## src/rtl/raar_pkg.sv

```systemverilog
`default_nettype none
package raar_pkg;
   localparam int WIDTH_W     = 13;
   localparam int MAX_WIDTH   = 4096;
   localparam int MAX_UPSCALE = 64;
   localparam int PIXEL_W     = 32;
   localparam int CHAN_W      = 8;
   localparam int SUM_W       = 20;
   localparam int PROD_W      = 2 * WIDTH_W - 1;
   localparam int REM_W       = WIDTH_W + 1;
   localparam int DIV_CNT_W   = $clog2(PROD_W);
   localparam int LANES       = 3;
   localparam int LANE_B      = 0;
   localparam int LANE_G      = 1;
   localparam int LANE_R      = 2;
   localparam int RESULT_CAP  = 64;
   localparam int RUN_CNT_W   = $clog2(RESULT_CAP + 1);
   localparam int RATIO_W     = WIDTH_W + $clog2(MAX_UPSCALE) + 1;
   localparam int CSR_INDEX_W = 2;
   localparam logic [CHAN_W-1:0] ALPHA_OPAQUE = 8'hFF;

   typedef enum logic [CSR_INDEX_W-1:0] {
      CSR_SRC_WIDTH = 2'd0,
      CSR_DST_WIDTH = 2'd1
   } csr_index_type;

   typedef struct packed {
      logic take;
      logic mul;
      logic span_start;
      logic check;
      logic avg_start;
      logic avg_finish;
      logic push;
      logic push_end;
      logic advance;
   } dp_cmd_type;

   typedef struct packed {
      logic skip;
      logic single;
      logic loop_ok;
      logic emit;
      logic div_done;
      logic rsp_free;
      logic pend_valid;
   } dp_status_type;
endpackage
`default_nettype wire

```

## src/rtl/raar_intf.sv

```systemverilog
`default_nettype none
interface raar_req_intf;
   import raar_pkg::*;
   logic                 valid;
   logic                 ready;
   logic [PIXEL_W-1:0]   pixel_in;
   modport source (output valid, output pixel_in, input ready);
   modport sink (input valid, input pixel_in, output ready);
endinterface

interface raar_rsp_intf;
   import raar_pkg::*;
   logic                 valid;
   logic                 ready;
   logic [PIXEL_W-1:0]   pixel_out;
   logic                 row_last;
   logic                 run_last;
   logic                 ratio_error;
   modport source (output valid, output pixel_out, output row_last, output run_last,
                   output ratio_error, input ready);
   modport sink (input valid, input pixel_out, input row_last, input run_last,
                 input ratio_error, output ready);
endinterface
`default_nettype wire

```

## src/rtl/row_area_average_resampler.sv

```systemverilog
// Row resampler for 32-bit BGRA pixels: each request carries one source pixel of a row of
// src_width pixels, and the block returns the dst_width area-averaged output pixels of that
// row (blue, green, red averaged with truncation, alpha 0xFF), each on the source pixel that
// closes its span. Equal widths pass pixels through with alpha kept; a ratio above 64x
// gives one flagged zero result per pixel. A pixel is worked on alone: a pixel that closes
// no span takes one division for the next span boundary, and each output pixel it yields
// adds one division for the channel averages and one for the next span boundary, plus
// control steps, all on the shared 25-step restoring divider. Passthrough and flagged
// pixels bypass the divider. A stalled result channel holds the block. Writing either
// width restarts the row.
`default_nettype none
module row_area_average_resampler (
   input  logic                             clock,
   input  logic                             reset,
   raar_req_intf.sink                       req_bus,
   raar_rsp_intf.source                     rsp_bus,
   input  logic                             csr_we,
   input  logic [raar_pkg::CSR_INDEX_W-1:0] csr_index,
   input  logic [raar_pkg::WIDTH_W-1:0]     csr_wdata
);
   import raar_pkg::*;

   dp_cmd_type    cmd;
   dp_status_type status;
   logic          req_ready;

   raar_ctrl u_ctrl (
      .clock     (clock),
      .reset     (reset),
      .req_valid (req_bus.valid),
      .status    (status),
      .cmd       (cmd),
      .req_ready (req_ready)
   );

   assign req_bus.ready = req_ready;

   raar_dp u_dp (
      .clock       (clock),
      .reset       (reset),
      .cmd         (cmd),
      .status      (status),
      .csr_we      (csr_we),
      .csr_index   (csr_index),
      .csr_wdata   (csr_wdata),
      .pixel_in    (req_bus.pixel_in),
      .rsp_ready   (rsp_bus.ready),
      .rsp_valid   (rsp_bus.valid),
      .pixel_out   (rsp_bus.pixel_out),
      .row_last    (rsp_bus.row_last),
      .run_last    (rsp_bus.run_last),
      .ratio_error (rsp_bus.ratio_error)
   );
endmodule
`default_nettype wire

```

## src/rtl/raar_div.sv

```systemverilog
`default_nettype none
module raar_div (
   input  logic                                                clock,
   input  logic                                                reset,
   input  logic                                                start,
   input  logic [raar_pkg::LANES-1:0][raar_pkg::PROD_W-1:0]    num,
   input  logic [raar_pkg::WIDTH_W-1:0]                        den,
   output logic                                                done,
   output logic [raar_pkg::LANES-1:0][raar_pkg::PROD_W-1:0]    quot
);
   import raar_pkg::*;

   logic [LANES-1:0][PROD_W-1:0] quo_ff, quo_in;
   logic [LANES-1:0][REM_W-2:0]  rem_ff, rem_in;
   logic [LANES-1:0][REM_W-1:0]  shifted, diff;
   logic [WIDTH_W-1:0]           den_ff, den_in;
   logic [DIV_CNT_W-1:0]         cnt_ff, cnt_in;
   logic                         busy_ff, busy_in;
   logic                         done_ff, done_in;

   always_comb begin
      quo_in  = quo_ff;
      rem_in  = rem_ff;
      den_in  = den_ff;
      cnt_in  = cnt_ff;
      busy_in = busy_ff;
      done_in = 1'b0;
      for (int i = 0; i < LANES; i++) begin
         shifted[i] = {rem_ff[i], quo_ff[i][PROD_W-1]};
         diff[i]    = shifted[i] - {1'b0, den_ff};
         if (busy_ff) begin
            if (shifted[i] >= {1'b0, den_ff}) begin
               rem_in[i] = diff[i][REM_W-2:0];
               quo_in[i] = {quo_ff[i][PROD_W-2:0], 1'b1};
            end else begin
               rem_in[i] = shifted[i][REM_W-2:0];
               quo_in[i] = {quo_ff[i][PROD_W-2:0], 1'b0};
            end
         end
      end
      if (busy_ff) begin
         if (cnt_ff == '0) begin
            busy_in = 1'b0;
            done_in = 1'b1;
         end else begin
            cnt_in = cnt_ff - 1'b1;
         end
      end
      if (start) begin
         quo_in  = num;
         rem_in  = '0;
         den_in  = den;
         cnt_in  = DIV_CNT_W'(PROD_W - 1);
         busy_in = 1'b1;
      end
   end

   always_ff @(posedge clock) begin
      if (reset) begin
         cnt_ff  <= '0;
         busy_ff <= 1'b0;
         done_ff <= 1'b0;
      end else begin
         cnt_ff  <= cnt_in;
         busy_ff <= busy_in;
         done_ff <= done_in;
      end
   end

   always_ff @(posedge clock) begin
      quo_ff <= quo_in;
      rem_ff <= rem_in;
      den_ff <= den_in;
   end

   assign done = done_ff;
   assign quot = quo_ff;
endmodule
`default_nettype wire

```

## src/rtl/raar_dp.sv

```systemverilog
`default_nettype none
module raar_dp (
   input  logic                             clock,
   input  logic                             reset,
   input  raar_pkg::dp_cmd_type             cmd,
   output raar_pkg::dp_status_type          status,
   input  logic                             csr_we,
   input  logic [raar_pkg::CSR_INDEX_W-1:0] csr_index,
   input  logic [raar_pkg::WIDTH_W-1:0]     csr_wdata,
   input  logic [raar_pkg::PIXEL_W-1:0]     pixel_in,
   input  logic                             rsp_ready,
   output logic                             rsp_valid,
   output logic [raar_pkg::PIXEL_W-1:0]     pixel_out,
   output logic                             row_last,
   output logic                             run_last,
   output logic                             ratio_error
);
   import raar_pkg::*;

   logic [WIDTH_W-1:0]           src_ff, src_in, dst_ff, dst_in, s_eff, d_eff;
   logic [WIDTH_W-1:0]           pos_ff, pos_in, out_idx_ff, out_idx_in, lo_ff, lo_in;
   logic [WIDTH_W-1:0]           q1_ff, q1_in, n_ff, n_in, pos_eff, q1, n_val;
   logic [LANES-1:0][SUM_W-1:0]  sum_ff, sum_in, sum_base;
   logic [PROD_W-1:0]            prod_ff, prod_in;
   logic [RUN_CNT_W-1:0]         k_ff, k_in;
   logic                         is_last_ff, is_last_in;
   logic                         pend_valid_ff, pend_valid_in;
   logic [PIXEL_W-1:0]           pend_px_ff, pend_px_in;
   logic                         pend_row_last_ff, pend_row_last_in;
   logic                         pend_err_ff, pend_err_in;
   logic                         rsp_valid_ff, rsp_valid_in;
   logic [PIXEL_W-1:0]           rsp_px_ff, rsp_px_in;
   logic                         rsp_row_last_ff, rsp_row_last_in;
   logic                         rsp_run_last_ff, rsp_run_last_in;
   logic                         rsp_err_ff, rsp_err_in;
   logic                         skip, ratio_err, restart_need, take_last, restart_cfg;
   logic [WIDTH_W:0]             lo_inc, hi_raw, hi;
   logic                         div_start, div_done;
   logic [LANES-1:0][PROD_W-1:0] div_num, div_quot;
   logic [WIDTH_W-1:0]           div_den;

   assign s_eff = (src_ff > WIDTH_W'(MAX_WIDTH)) ? WIDTH_W'(MAX_WIDTH) : src_ff;
   assign d_eff = (dst_ff > WIDTH_W'(MAX_WIDTH)) ? WIDTH_W'(MAX_WIDTH) : dst_ff;
   assign skip  = (s_eff == '0) || (d_eff == '0);
   assign ratio_err = RATIO_W'(d_eff) > (RATIO_W'(s_eff) * RATIO_W'(MAX_UPSCALE));
   assign restart_need = (pos_ff >= s_eff) || (out_idx_ff >= d_eff);
   assign pos_eff   = restart_need ? '0 : pos_ff;
   assign take_last = ({1'b0, pos_eff} + 1'b1) == {1'b0, s_eff};
   assign sum_base  = restart_need ? '0 : sum_ff;

   assign q1     = div_quot[LANE_B][WIDTH_W-1:0];
   assign lo_inc = {1'b0, lo_ff} + 1'b1;
   assign hi_raw = ({1'b0, q1} > lo_inc) ? {1'b0, q1} : lo_inc;
   assign hi     = (hi_raw > {1'b0, s_eff}) ? {1'b0, s_eff} : hi_raw;
   assign n_val  = (hi[WIDTH_W-1:0] == lo_ff) ? WIDTH_W'(1) : hi[WIDTH_W-1:0] - lo_ff;

   assign status.skip       = skip;
   assign status.single     = ratio_err || (s_eff == d_eff);
   assign status.loop_ok    = (out_idx_ff < d_eff) && (k_ff < RUN_CNT_W'(RESULT_CAP));
   assign status.emit       = hi == ({1'b0, pos_ff} + 1'b1);
   assign status.div_done   = div_done;
   assign status.rsp_free   = !rsp_valid_ff || rsp_ready;
   assign status.pend_valid = pend_valid_ff;

   always_comb begin
      div_start = cmd.span_start || cmd.avg_start;
      div_num   = '0;
      div_den   = n_ff;
      if (cmd.span_start) begin
         div_num[LANE_B] = prod_ff;
         div_den         = d_eff;
      end else begin
         for (int i = 0; i < LANES; i++) begin
            div_num[i] = PROD_W'(sum_ff[i]);
         end
      end
   end

   raar_div u_div (
      .clock (clock),
      .reset (reset),
      .start (div_start),
      .num   (div_num),
      .den   (div_den),
      .done  (div_done),
      .quot  (div_quot)
   );

   always_comb begin
      src_in           = src_ff;
      dst_in           = dst_ff;
      pos_in           = pos_ff;
      out_idx_in       = out_idx_ff;
      lo_in            = lo_ff;
      q1_in            = q1_ff;
      n_in             = n_ff;
      sum_in           = sum_ff;
      prod_in          = prod_ff;
      k_in             = k_ff;
      is_last_in       = is_last_ff;
      pend_valid_in    = pend_valid_ff;
      pend_px_in       = pend_px_ff;
      pend_row_last_in = pend_row_last_ff;
      pend_err_in      = pend_err_ff;
      rsp_valid_in     = rsp_valid_ff;
      rsp_px_in        = rsp_px_ff;
      rsp_row_last_in  = rsp_row_last_ff;
      rsp_run_last_in  = rsp_run_last_ff;
      rsp_err_in       = rsp_err_ff;
      restart_cfg      = 1'b0;

      if (cmd.take && !skip) begin
         if (restart_need) begin
            out_idx_in = '0;
            lo_in      = '0;
         end
         pos_in     = pos_eff;
         is_last_in = take_last;
         sum_in     = sum_base;
         if (status.single) begin
            pend_valid_in    = 1'b1;
            pend_px_in       = ratio_err ? '0 : pixel_in;
            pend_row_last_in = take_last;
            pend_err_in      = ratio_err;
         end else begin
            for (int i = 0; i < LANES; i++) begin
               sum_in[i] = sum_base[i] + SUM_W'(pixel_in[i*CHAN_W +: CHAN_W]);
            end
         end
      end

      if (cmd.mul) begin
         prod_in = (PROD_W'(out_idx_ff) + PROD_W'(1)) * PROD_W'(s_eff);
      end

      if (cmd.check) begin
         q1_in = q1;
         n_in  = n_val;
      end

      if (cmd.avg_finish) begin
         pend_valid_in    = 1'b1;
         pend_px_in       = {ALPHA_OPAQUE, div_quot[LANE_R][CHAN_W-1:0],
                             div_quot[LANE_G][CHAN_W-1:0], div_quot[LANE_B][CHAN_W-1:0]};
         pend_row_last_in = ({1'b0, out_idx_ff} + 1'b1) == {1'b0, d_eff};
         pend_err_in      = 1'b0;
         out_idx_in       = out_idx_ff + 1'b1;
         lo_in            = q1_ff;
         k_in             = k_ff + 1'b1;
      end

      if (rsp_valid_ff && rsp_ready) begin
         rsp_valid_in = 1'b0;
      end
      if (cmd.push) begin
         rsp_valid_in    = 1'b1;
         rsp_px_in       = pend_px_ff;
         rsp_row_last_in = pend_row_last_ff;
         rsp_run_last_in = cmd.push_end;
         rsp_err_in      = pend_err_ff;
         pend_valid_in   = 1'b0;
         if (cmd.push_end) begin
            sum_in = '0;
         end
      end

      if (cmd.advance) begin
         k_in = '0;
         if (is_last_ff) begin
            pos_in     = '0;
            out_idx_in = '0;
            lo_in      = '0;
            sum_in     = '0;
         end else begin
            pos_in = pos_ff + 1'b1;
         end
      end

      if (csr_we) begin
         case (csr_index_type'(csr_index))
            CSR_SRC_WIDTH: begin
               src_in      = csr_wdata;
               restart_cfg = 1'b1;
            end
            CSR_DST_WIDTH: begin
               dst_in      = csr_wdata;
               restart_cfg = 1'b1;
            end
            default: begin
               restart_cfg = 1'b0;
            end
         endcase
      end
      if (restart_cfg) begin
         pos_in     = '0;
         out_idx_in = '0;
         lo_in      = '0;
         sum_in     = '0;
      end
   end

   always_ff @(posedge clock) begin
      if (reset) begin
         src_ff        <= WIDTH_W'(1);
         dst_ff        <= WIDTH_W'(1);
         pos_ff        <= '0;
         out_idx_ff    <= '0;
         lo_ff         <= '0;
         sum_ff        <= '0;
         k_ff          <= '0;
         pend_valid_ff <= 1'b0;
         rsp_valid_ff  <= 1'b0;
      end else begin
         src_ff        <= src_in;
         dst_ff        <= dst_in;
         pos_ff        <= pos_in;
         out_idx_ff    <= out_idx_in;
         lo_ff         <= lo_in;
         sum_ff        <= sum_in;
         k_ff          <= k_in;
         pend_valid_ff <= pend_valid_in;
         rsp_valid_ff  <= rsp_valid_in;
      end
   end

   always_ff @(posedge clock) begin
      q1_ff            <= q1_in;
      n_ff             <= n_in;
      prod_ff          <= prod_in;
      is_last_ff       <= is_last_in;
      pend_px_ff       <= pend_px_in;
      pend_row_last_ff <= pend_row_last_in;
      pend_err_ff      <= pend_err_in;
      rsp_px_ff        <= rsp_px_in;
      rsp_row_last_ff  <= rsp_row_last_in;
      rsp_run_last_ff  <= rsp_run_last_in;
      rsp_err_ff       <= rsp_err_in;
   end

   assign rsp_valid   = rsp_valid_ff;
   assign pixel_out   = rsp_px_ff;
   assign row_last    = rsp_row_last_ff;
   assign run_last    = rsp_run_last_ff;
   assign ratio_error = rsp_err_ff;
endmodule
`default_nettype wire

```

## src/rtl/raar_ctrl.sv

```systemverilog
`default_nettype none
module raar_ctrl (
   input  logic                    clock,
   input  logic                    reset,
   input  logic                    req_valid,
   input  raar_pkg::dp_status_type status,
   output raar_pkg::dp_cmd_type    cmd,
   output logic                    req_ready
);
   import raar_pkg::*;

   typedef enum logic [9:0] {
      ST_IDLE       = 10'b0000000001,
      ST_MUL        = 10'b0000000010,
      ST_SPAN_START = 10'b0000000100,
      ST_SPAN_WAIT  = 10'b0000001000,
      ST_CHECK      = 10'b0000010000,
      ST_PUSH_MID   = 10'b0000100000,
      ST_AVG_START  = 10'b0001000000,
      ST_AVG_WAIT   = 10'b0010000000,
      ST_PUSH_END   = 10'b0100000000,
      ST_ADVANCE    = 10'b1000000000
   } state_type;

   state_type state_ff, state_in;

   always_comb begin
      cmd       = '0;
      state_in  = state_ff;
      req_ready = state_ff == ST_IDLE;
      case (state_ff)
         ST_IDLE: begin
            if (req_valid) begin
               cmd.take = 1'b1;
               if (status.skip) begin
                  state_in = ST_IDLE;
               end else if (status.single) begin
                  state_in = ST_PUSH_END;
               end else begin
                  state_in = ST_MUL;
               end
            end
         end
         ST_MUL: begin
            if (status.loop_ok) begin
               cmd.mul  = 1'b1;
               state_in = ST_SPAN_START;
            end else begin
               state_in = ST_PUSH_END;
            end
         end
         ST_SPAN_START: begin
            cmd.span_start = 1'b1;
            state_in       = ST_SPAN_WAIT;
         end
         ST_SPAN_WAIT: begin
            if (status.div_done) begin
               state_in = ST_CHECK;
            end
         end
         ST_CHECK: begin
            cmd.check = 1'b1;
            if (!status.emit) begin
               state_in = ST_PUSH_END;
            end else if (status.pend_valid) begin
               state_in = ST_PUSH_MID;
            end else begin
               state_in = ST_AVG_START;
            end
         end
         ST_PUSH_MID: begin
            if (status.rsp_free) begin
               cmd.push = 1'b1;
               state_in = ST_AVG_START;
            end
         end
         ST_AVG_START: begin
            cmd.avg_start = 1'b1;
            state_in      = ST_AVG_WAIT;
         end
         ST_AVG_WAIT: begin
            if (status.div_done) begin
               cmd.avg_finish = 1'b1;
               state_in       = ST_MUL;
            end
         end
         ST_PUSH_END: begin
            if (!status.pend_valid) begin
               state_in = ST_ADVANCE;
            end else if (status.rsp_free) begin
               cmd.push     = 1'b1;
               cmd.push_end = 1'b1;
               state_in     = ST_ADVANCE;
            end
         end
         ST_ADVANCE: begin
            cmd.advance = 1'b1;
            state_in    = ST_IDLE;
         end
         default: begin
            state_in = ST_IDLE;
         end
      endcase
   end

   always_ff @(posedge clock) begin
      if (reset) begin
         state_ff <= ST_IDLE;
      end else begin
         state_ff <= state_in;
      end
   end
endmodule
`default_nettype wire

```

## src/flat_wrapper.sv

```systemverilog
// flat-port wrapper written by rule: the top's interface ports become plain ports
module row_area_average_resampler_flat import raar_pkg::*;
  (clock, reset, csr_we, csr_index, csr_wdata, req_bus_valid, req_bus_pixel_in, req_bus_ready, rsp_bus_valid, rsp_bus_pixel_out, rsp_bus_row_last, rsp_bus_run_last, rsp_bus_ratio_error, rsp_bus_ready);
  raar_req_intf req_bus_i ();
  raar_rsp_intf rsp_bus_i ();
  input  logic clock;
  input  logic reset;
  input  logic csr_we;
  input  logic [raar_pkg::CSR_INDEX_W-1:0] csr_index;
  input  logic [raar_pkg::WIDTH_W-1:0] csr_wdata;
  input wire logic [$bits(req_bus_i.valid)-1:0] req_bus_valid;
  input wire logic [$bits(req_bus_i.pixel_in)-1:0] req_bus_pixel_in;
  output wire logic [$bits(req_bus_i.ready)-1:0] req_bus_ready;
  output wire logic [$bits(rsp_bus_i.valid)-1:0] rsp_bus_valid;
  output wire logic [$bits(rsp_bus_i.pixel_out)-1:0] rsp_bus_pixel_out;
  output wire logic [$bits(rsp_bus_i.row_last)-1:0] rsp_bus_row_last;
  output wire logic [$bits(rsp_bus_i.run_last)-1:0] rsp_bus_run_last;
  output wire logic [$bits(rsp_bus_i.ratio_error)-1:0] rsp_bus_ratio_error;
  input wire logic [$bits(rsp_bus_i.ready)-1:0] rsp_bus_ready;
  assign req_bus_i.valid = req_bus_valid;
  assign req_bus_i.pixel_in = req_bus_pixel_in;
  assign req_bus_ready = req_bus_i.ready;
  assign rsp_bus_valid = rsp_bus_i.valid;
  assign rsp_bus_pixel_out = rsp_bus_i.pixel_out;
  assign rsp_bus_row_last = rsp_bus_i.row_last;
  assign rsp_bus_run_last = rsp_bus_i.run_last;
  assign rsp_bus_ratio_error = rsp_bus_i.ratio_error;
  assign rsp_bus_i.ready = rsp_bus_ready;
  row_area_average_resampler u_core (.clock(clock), .reset(reset), .req_bus(req_bus_i), .rsp_bus(rsp_bus_i), .csr_we(csr_we), .csr_index(csr_index), .csr_wdata(csr_wdata));
endmodule
```

## config.mk

```make
export PLATFORM = sky130hd
export DESIGN_NAME = row_area_average_resampler_flat
export DESIGN_NICKNAME = d
export VERILOG_FILES = /design/src/rtl/raar_pkg.sv /design/src/rtl/raar_intf.sv /design/src/rtl/row_area_average_resampler.sv /design/src/rtl/raar_div.sv /design/src/rtl/raar_dp.sv /design/src/rtl/raar_ctrl.sv /design/src/flat_wrapper.sv
export SDC_FILE = /design/constraint.sdc
export NUM_CORES = 1
export LEC_CHECK = 0
export ABC_AREA = 1
export BUFFER_PORTS_ARGS = -buffer_cell sky130_fd_sc_hd__clkbuf_2
export CORE_MARGIN = 1
export CORE_UTILIZATION = 30
export CTS_BUF_LIST = sky130_fd_sc_hd__clkbuf_8
export DETAILED_ROUTE_END_ITERATION = 10
export HOLD_SLACK_MARGIN = 0.02
export PLACE_DENSITY = 0.54
export SYNTH_ARGS = -nofsm -noshare
export SYNTH_HDL_FRONTEND = slang
export SYNTH_SLANG_ARGS = --single-unit
```

## constraint.sdc

```tcl
create_clock -name clock -period 8.2 [get_ports clock]
set_input_delay 1.23 -clock clock [delete_from_list [all_inputs] [get_ports clock]]
set_output_delay 1.23 -clock clock [all_outputs]
set_load 0.01 [all_outputs]
```

## Word level (Yosys, flattened, before mapping)

Cells that the tools add are included.

- $add $sub $neg: 16
- Multipliers: 1
- Magnitude comparators: 12
- Eq/ne operators: 22
- Multiplexer cells: 86
- Bitwise operators: 2
- Reductions and logical operators: 32

Operators with widths:

| kind | count |
|---|---|
| $mux W60 | 7 |
| $mux W13 | 20 |
| $mux W25 | 4 |
| $pmux W10 S9 | 1 |
| $mux W10 | 8 |
| $mux W75 | 1 |
| $mux W24 | 3 |
| $add A13 B1 Y14 const B | 5 |
| $add A20 B8 Y20 | 3 |
| $sub A13 B13 Y13 | 4 |
| $mux W45 | 1 |
| $ge A14 B13 Y1 | 3 |
| $mux W32 | 1 |
| $mux W1 | 29 |
| $eq A14 B13 Y1 | 2 |
| $mux W14 | 2 |
| $add A13 B1 Y13 const B | 2 |
| $eq A13 B13 Y1 | 2 |
| $ge A13 B13 Y1 | 2 |
| $gt A13 B13 Y1 const B | 2 |
| $logic_not A13 Y1 | 2 |
| $mul A14 B13 Y25 | 1 |
| $gt A13 B19 Y1 | 1 |
| $mux W9 | 2 |
| other kinds (35) | 63 |

- Bits in registers: 399
- Bits of input ports: 52
- Output and inout port bits: 37
- Word-level logic and storage cells: 206

## Depth between registers and ports, before layout

- Depth after elaboration: 12
- Gate-level depth with buffers: 50
- Mapped depth without buffers: 48

## By module

From an unflattened synthesis, not the netlist that was laid out.

- Cells, all modules: 4,153
- Area, all modules: 30,489.2 um2

By module, submodules not included:

| module | times used | cells each | area an instance (um2) | seq. area each (um2) |
|---|---|---|---|---|
| raar_dp | 1 | 2,884 | 21,414.3 | 6,226.0 |
| raar_div | 1 | 1,135 | 8,290.5 | 3,563.4 |
| raar_ctrl | 1 | 134 | 784.5 | 200.2 |

## Least setup slack after synthesis

Ideal clock, no wire load.

- Kind: register -> register
- Start point: register u_core.u_dp.out_idx_ff[2]
- End point: register u_core.u_dp.prod_ff[23], data pin
- Setup time: 0.260 ns
- Arrival: 6.175 ns
- Required time: 7.940 ns
- Setup slack: 1.765 ns
- Cell stages (with the launch flop): 33
- Clock period less this slack: 6.435 ns
- Cell sequence: dfxtp_1 > inv_1 > nor3_1 > nand2_1 > nor2_1 > nand2_1 > nor2_1 > inv_1 > nor2_1 > inv_1 > nor2_1 > xor2_1 > clkbuf_1 > nand2_1 > fa_1 > inv_1 > fa_1 > fa_1 > fa_1 > inv_1 > fa_1 > inv_1 > ha_1 > nand2_1 > nor3_1 > a21oi_1 > o21ai_0 > a31oi_1 > o21ai_0 > a21oi_1 > nor2_1 > nor2_1 > xor2_1

- Cells in the longest elaborated chain, start to end: 2

RTL lines:

| element | RTL line | text |
|---|---|---|
| start: declaration | raar_dp.sv:21 | `logic [WIDTH_W-1:0] pos_ff, pos_in, out_idx_ff, out_idx_in, lo_ff, lo_in;` |
| start signal: assignment | raar_dp.sv:217 | `out_idx_ff <= out_idx_in;` |
| $add A13 B1 Y14 | raar_dp.sv:133 | `prod_in = (PROD_W'(out_idx_ff) + PROD_W'(1)) * PROD_W'(s_eff);` |
| $mul A14 B13 Y25 | raar_dp.sv:133 |  |
| end signal: assignment | raar_dp.sv:229 | `prod_ff <= prod_in;` |
| end: declaration | raar_dp.sv:24 | `logic [PROD_W-1:0] prod_ff, prod_in;` |

Every way passes these cells.
A chain may end at the register's enable or synchronous reset.

## Worst setup path in the final report

- Start point: register u_core.u_dp.out_idx_ff[0]
- End point: register u_core.u_dp.prod_ff[23], data pin

The elaborated chain is that of the path after synthesis.

==> metrics.md <==
| Metric | Value |
|---|---|
| Clock power share | `0.329` |
| Outcome | `completed` |
| Final hold viol count | `0` |
| Initial Utilization | `0.303` |
| Worst setup EP type | `register` |
| Share of layout cells above drive strength 1 | `0.0902` |
| Worst-Margin Slew | `1.03 ns` |
| Root buffer cell | `clkbuf_8` |
| Vias per cell | `4.89` |
| Reg clk slew, reported paths | `0.06 ns` |
| Post-CTS setup buffer count | `0` |
| DP Area | `30700 µm²` |
| Initial antenna violation count | `3` |
| Seq/Total Area, Yosys | `0.346` |
| Switching power of the nets | `2.10 mW` |
| Post-DP HPWL | `64.5 mm` |
| DRC viols | `0` |
| Mapped Cells | `3598` |
| Fin Setup TNS | `0 ns` |
| GPL Wtd Cong | `0.908` |
| Leading cell type in the layout, fill and taps excluded | `nand2_1` |
| Dpl ws | `0.960 ns` |
| Cts hold-fix bufs | `0` |
| First-pass DRT Iterations | `8` |
| Peak supply drop | `110 µV` |
| Unique masters post-synth | `62` |
| Num ports | `89` |
| Synth Warn # | `0` |
| Switching share of total power | `0.361` |
| Die Area | `97400 µm²` |
| Final Max Slew Viols | `0` |
| CP Data Required Time | `8.65 ns` |
| Finished Core Util | `0.337` |
| Min Tclk post-route | `7.20 ns` |
| Arrival time at the worst endpoint | `7.65 ns` |
| Clock sink count | `399` |
| CTS max path bufs | `3` |
| Power Total | `5.83 mW` |
| Num rows | `113` |
| Share of power burned in registers | `0.402` |
| Cts bufs inserted | `76` |
| Fmax | `139 MHz` |
| Cts repair resizes | `0` |
| Yosys reg bits | `399` |
| Max-cap violations | `0` |
| Worst path max stage delay | `0.63 ns` |
| Crit-path max FO | `12` |
| Final net count | `4077` |
| Reg area | `9990 µm²` |
| CP max stage cell | `dfxtp_1` |
| Grt ovf | `0` |
| Vias in the first global route | `23900` |
| RSZ-0062 raised after global routing | `false` |
| Worst Skew | `0.0428 ns` |
| Die Y | `312 µm` |
| Slew margin rel. | `0.311` |
| Fin crit share | `0.878` |
| Area of the multi-input gates | `16200 µm²` |
| Fin cells | `5013` |
| Fillers | `10000` |
| Drt initial violations | `1743` |
| Mapped Nets | `3991` |
| Placed Cells | `4871` |
| Clk Latency, worst-skew pair | `0.70 ns` |
| Internal power | `3.73 mW` |
| Ys async rst share | `0` |
| Mapped Area | `28800 µm²` |
| CTS tree | `done` |
| Comb pwr share | `0.270` |
| Critical Path Start Type | `register` |
| Critical path class | `reg2reg` |
| Number of flops mapped to enable cells by yosys | `200` |
| Hold Slack | `0.401 ns` |
| Post-synth top flop | `edfxtp_1` |
| Buffers & Inverters on Critical Path | `7` |
| WL final | `86.4 mm` |
| Pwr per Cell Area | `182 nW/µm²` |
| # H-tree levels | `3` |
| Crit path max-delay family | `adder cells` |
| Die width | `312 µm` |
| Design area | `32100 µm²` |
| Final setup viols | `0` |
| Min-delay worst type | `reg2reg` |
| Most frequent cells in the layout | `nand2_1 (647), inv_1 (586), nor2_1 (326)` |
| Vias after detailed routing | `24500` |
| Largest net degree at the start of global routing | `82` |
| I/O Buffers | `88` |
| P&R area growth vs syn | `11.3%` |
| Routed len/inst | `17.2 µm` |
| Leakage power | `14.1 nW` |
| First-pass GRT wire length | `136 mm` |
| Avg Cell Area, Syn | `8.02 µm²` |
| Routed Antenna Nets | `0` |
| Total GRT Usage | `0.177` |
| Core area | `95200 µm²` |
| Final WS setup | `1.00 ns` |
[layout make-up]
class,count,area share
Timing Repair Buffer,125,0.0224
Sequential cell,399,0.311
Tap cell,1265,0.0493
Inverter,589,0.0689
Antenna cell,2,0.000156
Clock buffer,79,0.0339
Clock inverter,61,0.0110
Multi-Input combinational cell,2493,0.503
[path summary, 6_finish.rpt]
kind	end	slack [ns]	from	cells after the start
setup / recovery	u_core.u_dp.prod_ff[23]	1.0	u_core.u_dp.out_idx_ff[0]	33
setup reg to reg	u_core.u_dp.prod_ff[23]	1.0	u_core.u_dp.out_idx_ff[0]	33
hold / removal	u_core.u_dp.pixel_out[6]	0.40	u_core.u_dp.pend_px_ff[6]	0
hold reg to reg	u_core.u_dp.pixel_out[6]	0.40	u_core.u_dp.pend_px_ff[6]	0
[kinds of logic after synthesis]
group | synth area share
adders and majority gates | 0.184
muxes | 0.000390
AOI/OAI and AO/OA | 0.135
and+or+nand+nor | 0.204
buffers and inverters | 0.0946
xor gates and xnor gates | 0.0352
DFF | 0.346
[cell usage after synthesis (all sizes together) (13+ instances only)]
library cell / instances / share of area
o211ai: 24 / 0.0062
nor3: 48 / 0.010
inv: 582 / 0.076
buf: 33 / 0.0070
a211oi: 24 / 0.0064
a21oi: 254 / 0.044
clkbuf: 84 / 0.011
edfxtp: 200 / 0.21
o21bai: 13 / 0.0034
fa: 138 / 0.096
ha: 203 / 0.088
xnor2: 42 / 0.013
nand3: 176 / 0.032
o22ai: 34 / 0.0074
o21ai: 275 / 0.048
dfxtp: 199 / 0.14
nor2: 351 / 0.049
nand4: 46 / 0.010
xor2: 74 / 0.022
nand2: 674 / 0.091
o221ai: 16 / 0.0049
nor4: 20 / 0.0053
[sequential cells by signal (all words and copies together), names as in the netlist, 5 cells and up]
register	cells
u_core.u_dp.u_div.rem_ff	39
u_core.u_dp.src_ff	13
u_core.u_dp.k_ff	7
u_core.u_dp.pend_px_ff	32
u_core.u_dp.n_ff	13
u_core.u_dp.u_div.den_ff	13
u_core.u_ctrl.state_ff	10
u_core.u_dp.pos_ff	13
u_core.u_dp.prod_ff	25
u_core.u_dp.u_div.cnt_ff	5
u_core.u_dp.q1_ff	13
u_core.u_dp.out_idx_ff	13
u_core.u_dp.sum_ff	60
u_core.u_dp.pixel_out	32
u_core.u_dp.u_div.quot	75
u_core.u_dp.dst_ff	13
u_core.u_dp.lo_ff	13
[per-layer routing]
layer  vias to the layer above  track usage  wire length (µm)  share of wire
met5                         -            0                27        0.00031
met4                         4       0.0606              2380          0.028
met3                       129       0.0235              4200          0.049
met2                       606        0.298             41400           0.48
met1                     11700        0.231             38400           0.44
li1                      12100            -                 -              -
[worst reg2reg max path: cells and delay by family (launching register included)]
kind / cells / cell delay (ns)
compound gates: 8 / 1.45
xor+xnor: 1 / 0.07
fa+ha+maj: 6 / 2.63
buf+inv: 7 / 0.83
flops: 1 / 0.63
simple gates: 11 / 1.37
[power groups by stage]
| stage | logic, mW | registers (mW) | clock network (mW) |
|---|---|---|---|
| 3_5_place_dp | 1.56 | 2.38 | 0 |
| 6_report | 1.57 | 2.34 | 1.92 |
| 2_1_floorplan | 1.10 | 2.36 | 0 |
| 3_3_place_gp | 1.56 | 2.38 | 0 |
| 5_1_grt | 1.75 | 2.36 | 2.07 |
| 4_1_cts | 1.58 | 2.34 | 1.97 |
Note: power is estimated with default switching activity, not from simulation.
